==> src/design/lpfd_pkg.sv <==
// ----------------------------------------------------------------------------
// lpfd_pkg
// Types and constants shared by the frame deframer modules.
// ----------------------------------------------------------------------------
`default_nettype none

package lpfd_pkg;

  localparam int unsigned HARD_PAYLOAD_LIMIT = 1048576;
  localparam logic [31:0] HARD_LIMIT = 32'(HARD_PAYLOAD_LIMIT);

  localparam int LEN_W = 32;
  localparam int CFG_W = 21;
  localparam int REM_W = 21;

  localparam logic [7:0] MAGIC_HI = 8'h56;
  localparam logic [7:0] MAGIC_LO = 8'h54;
  localparam logic [7:0] VERSION  = 8'h01;

  localparam logic [7:0] KIND_TEXT   = 8'd1;
  localparam logic [7:0] KIND_BINARY = 8'd2;
  localparam logic [7:0] KIND_CLOSE  = 8'd3;

  localparam logic [1:0] PH_HEADER  = 2'd0;
  localparam logic [1:0] PH_PAYLOAD = 2'd1;
  localparam logic [1:0] PH_DONE    = 2'd2;

  localparam logic [1:0] EV_DATA  = 2'd0;
  localparam logic [1:0] EV_EMPTY = 2'd1;
  localparam logic [1:0] EV_CLOSE = 2'd2;
  localparam logic [1:0] EV_ERROR = 2'd3;

  localparam logic [2:0] HDR_LEN0 = 3'd4;
  localparam logic [2:0] HDR_LAST = 3'd7;

  typedef struct packed {
    logic [1:0]       phase;
    logic [2:0]       hdr_idx;
    logic             hdr_good;
    logic [7:0]       kind;
    logic [LEN_W-1:0] len_acc;
    logic [REM_W-1:0] remaining;
  } lpfd_state_t;

  typedef struct packed {
    logic       valid;
    logic [1:0] event_res;
    logic [7:0] payload_byte;
    logic       is_text;
    logic       last_of_message;
  } lpfd_result_t;

  function automatic lpfd_state_t lpfd_state_init();
    lpfd_state_t s;
    s.phase     = PH_HEADER;
    s.hdr_idx   = '0;
    s.hdr_good  = 1'b1;
    s.kind      = '0;
    s.len_acc   = '0;
    s.remaining = '0;
    return s;
  endfunction

endpackage

`default_nettype wire

==> src/design/length_prefixed_frame_deframer_unit.sv <==
// ----------------------------------------------------------------------------
// length_prefixed_frame_deframer_unit
// Splits a byte stream into length-prefixed frames and reports their contents.
// ----------------------------------------------------------------------------
// Usage:
//   Input channel (in_valid / in_stall / in_stream_byte) takes one stream
//   word per cycle while in_stall is low. Each word gives zero or one result
//   word on the output channel (out_valid / out_stall / out_event_res,
//   out_payload_byte, out_is_text, out_last_of_message).
//   A result appears on the output register in the cycle after its input
//   word is accepted. Throughput is one word per cycle while the receiver
//   does not stall, set by the combinational header/payload decode feeding
//   the output register.
//   The configuration channel (cfg_valid / cfg_ready / cfg_max_payload) is
//   always ready; write it only while the block is idle.
//   Reset (rst_n low, synchronous) returns the decoder to the header phase
//   and sets the payload limit to one mebibyte.
//   When the receiver stalls with a result pending, in_stall rises and the
//   pending result holds until taken; an unstalled output register accepts
//   a new word in the same cycle its old result leaves.
//   After a close or error every further word is taken and dropped.
// ----------------------------------------------------------------------------
`default_nettype none

module length_prefixed_frame_deframer_unit import lpfd_pkg::*; (
  input  wire logic             clk,
  input  wire logic             rst_n,
  input  wire logic             in_valid,
  output logic                  in_stall,
  input  wire logic [7:0]       in_stream_byte,
  output logic                  out_valid,
  input  wire logic             out_stall,
  output logic [1:0]            out_event_res,
  output logic [7:0]            out_payload_byte,
  output logic                  out_is_text,
  output logic                  out_last_of_message,
  input  wire logic             cfg_valid,
  output logic                  cfg_ready,
  input  wire logic [CFG_W-1:0] cfg_max_payload
);

  lpfd_state_t      st_r;
  lpfd_state_t      st_nxt;
  lpfd_result_t     res;
  lpfd_result_t     out_r;
  logic [CFG_W-1:0] max_payload_r;
  logic             accept;

  assign cfg_ready = 1'b1;
  assign in_stall  = out_r.valid & out_stall;
  assign accept    = in_valid & ~in_stall;

  lpfd_core u_core (
    .st          (st_r),
    .byte_in     (in_stream_byte),
    .max_payload (max_payload_r),
    .st_nxt      (st_nxt),
    .res         (res)
  );

  always_ff @(posedge clk) begin
    if (!rst_n) begin
      max_payload_r <= CFG_W'(HARD_PAYLOAD_LIMIT);
    end else if (cfg_valid) begin
      max_payload_r <= cfg_max_payload;
    end
  end

  always_ff @(posedge clk) begin
    if (!rst_n) begin
      st_r <= lpfd_state_init();
    end else if (accept) begin
      st_r <= st_nxt;
    end
  end

  always_ff @(posedge clk) begin
    if (!rst_n) begin
      out_r <= '0;
    end else if (accept) begin
      out_r <= res;
    end else if (!out_stall) begin
      out_r.valid <= 1'b0;
    end
  end

  assign out_valid           = out_r.valid;
  assign out_event_res       = out_r.event_res;
  assign out_payload_byte    = out_r.payload_byte;
  assign out_is_text         = out_r.is_text;
  assign out_last_of_message = out_r.last_of_message;

endmodule

`default_nettype wire

==> src/design/lpfd_core.sv <==
// ----------------------------------------------------------------------------
// lpfd_core
// Per-byte next-state and result logic of the frame deframer.
// ----------------------------------------------------------------------------
`default_nettype none

module lpfd_core import lpfd_pkg::*; (
  input  lpfd_state_t      st,
  input  logic [7:0]       byte_in,
  input  logic [CFG_W-1:0] max_payload,
  output lpfd_state_t      st_nxt,
  output lpfd_result_t     res
);

  logic [LEN_W-1:0] limit;
  logic [LEN_W-1:0] len_new;
  logic             good_new;
  logic [7:0]       kind_new;
  logic             is_msg;
  logic             last;

  always_comb begin
    if (LEN_W'(max_payload) > HARD_LIMIT) begin
      limit = HARD_LIMIT;
    end else begin
      limit = LEN_W'(max_payload);
    end
  end

  always_comb begin
    st_nxt   = st;
    res      = '0;
    good_new = st.hdr_good;
    kind_new = st.kind;
    len_new  = st.len_acc;
    is_msg   = (st.kind == KIND_TEXT) || (st.kind == KIND_BINARY);
    last     = (st.remaining <= REM_W'(1));
    unique case (st.phase)
      PH_HEADER: begin
        unique case (st.hdr_idx)
          3'd0: good_new = st.hdr_good & (byte_in == MAGIC_HI);
          3'd1: good_new = st.hdr_good & (byte_in == MAGIC_LO);
          3'd2: good_new = st.hdr_good & (byte_in == VERSION);
          3'd3: kind_new = byte_in;
          default: len_new = {st.len_acc[LEN_W-9:0], byte_in};
        endcase
        st_nxt.hdr_good = good_new;
        st_nxt.kind     = kind_new;
        st_nxt.len_acc  = len_new;
        is_msg = (kind_new == KIND_TEXT) || (kind_new == KIND_BINARY);
        if (st.hdr_idx != HDR_LAST) begin
          st_nxt.hdr_idx = st.hdr_idx + 3'd1;
        end else if (!good_new || (len_new > limit)) begin
          st_nxt.phase  = PH_DONE;
          res.valid     = 1'b1;
          res.event_res = EV_ERROR;
        end else if (len_new == '0) begin
          res.valid = 1'b1;
          if (is_msg) begin
            st_nxt              = lpfd_state_init();
            res.event_res       = EV_EMPTY;
            res.is_text         = (kind_new == KIND_TEXT);
            res.last_of_message = 1'b1;
          end else begin
            st_nxt.phase  = PH_DONE;
            res.event_res = (kind_new == KIND_CLOSE) ? EV_CLOSE : EV_ERROR;
          end
        end else begin
          st_nxt.remaining = len_new[REM_W-1:0];
          st_nxt.hdr_idx   = '0;
          st_nxt.phase     = PH_PAYLOAD;
        end
      end
      PH_PAYLOAD: begin
        if (st.remaining != '0) begin
          st_nxt.remaining = st.remaining - REM_W'(1);
        end
        if (is_msg) begin
          res.valid           = 1'b1;
          res.event_res       = EV_DATA;
          res.payload_byte    = byte_in;
          res.is_text         = (st.kind == KIND_TEXT);
          res.last_of_message = last;
          if (last) begin
            st_nxt = lpfd_state_init();
          end
        end else if (last) begin
          st_nxt.phase  = PH_DONE;
          res.valid     = 1'b1;
          res.event_res = (st.kind == KIND_CLOSE) ? EV_CLOSE : EV_ERROR;
        end
      end
      default: begin
      end
    endcase
  end

endmodule

`default_nettype wire

==> config.mk <==
export PLATFORM = sky130hd
export DESIGN_NAME = length_prefixed_frame_deframer_unit
export DESIGN_NICKNAME = d
export VERILOG_FILES = /design/src/design/lpfd_pkg.sv /design/src/design/length_prefixed_frame_deframer_unit.sv /design/src/design/lpfd_core.sv
export SDC_FILE = /design/constraint.sdc
export NUM_CORES = 1
export LEC_CHECK = 0
export BUFFER_PORTS_ARGS = -buffer_cell sky130_fd_sc_hd__clkbuf_2
export CORE_ASPECT_RATIO = 0.9
export CORE_MARGIN = 2
export CORE_UTILIZATION = 55
export CTS_BUF_LIST = sky130_fd_sc_hd__clkbuf_8
export DETAILED_ROUTE_END_ITERATION = 12
export PLACE_DENSITY_LB_ADDON = 0.15
export SETUP_SLACK_MARGIN = 0.4
export SYNTH_ARGS = -nofsm -noshare
export SYNTH_HDL_FRONTEND = slang
export SYNTH_SLANG_ARGS = --single-unit
==> constraint.sdc <==
create_clock -name clk -period 8.65 [get_ports clk]
set_input_delay 0.865 -clock clk [delete_from_list [all_inputs] [get_ports clk]]
set_output_delay 0.865 -clock clk [all_outputs]
set_load 0.01 [all_outputs]
==> flow_summary.yaml <==
global_route:
  grt_util_all_layers_pct: 28.0
  grt_pass1_wl_mm: 25.7
  grt_pass1_vias: 4950
  grt_remaining_overflow: 0
  grt_max_degree: 66
  antenna_found_initial: 0
power_and_ir_drop:
  p_int_w: 0.000665
  p_per_area_nw_per_um2: 151
  power.switching_w: 0.000278
  combPwrFrac_pct: 15.8
  switching_share_pct: 29.5
  peakVddDrop_mv: 0.139
  power_leakage_nw: 2.69
  power_frac_clock_pct: 32.9
  seqPwrFrac_pct: 51.3
clocking:
  cts_tree: "built"
  cts_root_buffer: "clkbuf_8"
  post-cts-setup-buffer-count: 0
  ctsHoldBuffers: 0
  cts_buffers: 9
  cts_resized: 0
  clockBufferDepth: 2
  cts.sinks: 101
  clk_pin_slew_ns: 0.10
  worstSkewPairLatency_ns: 0.38
  cts_htree_levels: 3
drt:
  drtIter0Drc: 595
  drt_pass1_iterations: 6
  post-route-drc-count: 0
  via_count: 5503
  post_drt_wl_per_cell_um: 18.5
  ant_nets: 0
  viasPerCell: 6.38
  wirelength_mm: 16.0
floorplan:
  die_h_um: 102
  core_area_um2: 10300
  num_rows: 35
  dieArea_um2: 11400
  io-pin-count: 49
  die-width_um: 112
  initial_core_util_pct: 56.6
synthesis:
  yosysUniqueCellTypes: 70
  synthArstFlopShare_pct: 0
  synth_fp_nets: 775
  synth_edf_count: 0
  yosysWarnings: 0
  synth_flop_cell: "dfxtp_1"
  ys_seq_area_share_pct: 34.7
  synth_area_per_cell_um2: 8.18
  synthCells: 712
  synth-seq-cells: 101
  synthesis.area_um2: 5820
cells_and_area:
  syn_to_final_growth_pct: 7.48
  fin_area_um2: 6260
  nFillCells: 928
  ff_latch_area_um2: 2020
  diodes: 0
  fin_nets: 791
  multi_input_area_um2: 3480
  drive_gt1_share_pct: 11.5
placed_design:
  portBuffers: 47
  post-dp-hpwl_mm: 11.4
  post_dp_cell_area_um2: 6060
  gp_congestion: 0.907
sta:
  final-max-slew-violation-count: 0
  finalSetupViolations: 0
  final-hold-violation-count: 0
  fin_tns_setup_ns: 0
  max_slew_margin_pct: 11.8
  fmax_ghz: 0.193
  period_minus_slack_ns: 5.19
  rsz0062_at_grt: "no"
  fin_worst_skew_ns: 0.0134
  tightest_slew_ns: 1.32
  period_share_pct: 60.0
critical_path:
  cp_data_arrival_time_ns: 5.46
  crit_type: "register to register"
  critPathCaptureType: "register"
  worstPathRequired_ns: 8.92
  rrSetupSlack_ns: 3.46
  crit_fanout: 36
  critPathLaunchType: "register"
worst_hold_path:
  hold_path_class: "register to register"
run_status:
  outcome: "finished, final reports clean"
job:
  cap_violations: 0
==> path summary, 6_finish.rpt <==
kind,startpoint,to,cells after the start
worst max-delay path,st_r[62],st_r[12],16
worst min register to register,out_event_res[0],out_event_res[0],2
worst min-delay path,out_event_res[0],out_event_res[0],2
worst max register to register,st_r[62],st_r[12],16
==> Yosys cell counts, drive strengths merged (5+ instances only) <==
library cell	instances	area, um^2
a211oi	5	37.5
a21oi	55	275
a22oi	10	75.1
a2bb2oi	6	52.6
a31o	6	52.6
a31oi	5	31.3
a32o	18	180
and2	7	43.8
buf	12	67.6
clkbuf	36	135
dfxtp	101	2020
ha	29	363
inv	31	116
mux2i	41	410
nand2	61	229
nand2b	8	57.6
nand3	22	110
nand4	5	37.5
nor2	70	263
nor3	43	220
nor4	14	87.6
o21ai	39	214
o22ai	6	37.5
or3	8	50.1
or4	9	71.3
==> placed cells by master (no fill, tap or decap), types with 3 or more instances in the layout <==
cell type,instances
clkbuf_8,9
a31o_1,6
nor2b_1,4
o21ai_0,10
xor2_1,4
nand2b_1,7
o211ai_1,4
nand2_1,61
nor4_1,14
a32o_1,18
or3_1,8
nor3_1,42
a21oi_1,55
ha_1,29
nand4_1,4
a21o_1,4
inv_1,31
nor2_1,70
mux2_2,3
a2bb2oi_1,6
o32ai_1,3
o31a_1,3
or4_1,8
and2_1,7
dfxtp_1,101
inv_6,3
nand3_1,22
a211oi_1,5
mux2i_1,41
and3_1,4
a22oi_1,10
o22ai_1,6
a31oi_1,5
buf_4,6
clkbuf_2,47
o21ai_1,26
==> layout make-up <==
| class | instances | area share, % |
|---|---|---|
| multi-input combinational | 532 | 55.6 |
| sequential | 101 | 32.3 |
| timing repair buffer | 53 | 4.48 |
| tap | 129 | 2.58 |
| clock buffer | 9 | 1.98 |
| inverter | 31 | 1.86 |
| clock inverter | 7 | 1.16 |
==> per-stage QoR <==
step / setup slack, ns / hold WS (ns) / utilization [%] / instances / power (W)
after floorplan: 4.47 / 0.448 / - / 712 / 0.000599
after global placement: 3.72 / 0.440 / 58.9 / 846 / 0.000635
after detailed placement: 3.52 / 0.444 / 58.9 / 846 / 0.000639
after CTS: 3.50 / 0.458 / 60.8 / 862 / 0.000946
after global routing: 3.01 / 0.501 / 60.8 / 862 / 0.000982
final: 3.46 / 0.452 / 60.8 / 862 / 0.000943
==> state kept, by name, summed over array words and instances (netlist names) <==
| register | cells |
|---|---|
| st_r | 67 |
| out_is_text | 1 |
| out_event_res | 2 |
| out_valid | 1 |
| out_payload_byte | 8 |
| out_last_of_message | 1 |
| max_payload_r | 21 |
==> metal layers <==
layer	GRT usage [%]	vias up	part of all wire (%)
met5	0	-	0
met4	7.69	0	1.6
met3	5.27	25	8.1
met2	43.0	251	44
met1	40.6	2587	46
li1	-	2640	-
==> cell families after synthesis <==
kind of cell | share of synthesized area [%]
muxes | 7.63
xor gates and xnor gates | 0.902
other | 0.0644
AOI/OAI and AO/OA | 23.0
buffers and inverters | 5.48
and+or+nand+nor | 21.9
DFF | 34.7
adders and majority gates | 6.23
==> power by group through the flow <==
stage / clock network [W] / registers [W] / logic (W)
after floorplan: 0 / 0.000491 / 0.000107
after global placement: 0 / 0.000494 / 0.000141
after detailed placement: 0 / 0.000494 / 0.000145
after CTS: 0.000316 / 0.000484 / 0.000145
after global routing: 0.000335 / 0.000485 / 0.000162
final: 0.000311 / 0.000484 / 0.000149
==> worst max-delay path, stage by stage (launching register included) <==
cell       delay (ns)
dfxtp_1          0.42
ha_1             0.21
ha_1             0.36
inv_1            0.15
o21ai_2          0.07
buf_4            0.37
mux2i_1          0.41
inv_1            0.15
ha_1             0.33
nand4_1          0.18
nor2_1           0.06
or3_1            0.35
o31a_1           0.35
a2bb2oi_1        0.16
o21ai_2          1.05
nand2_1          0.14
a32o_1           0.32
Note: power is estimated with default switching activity, not from simulation.
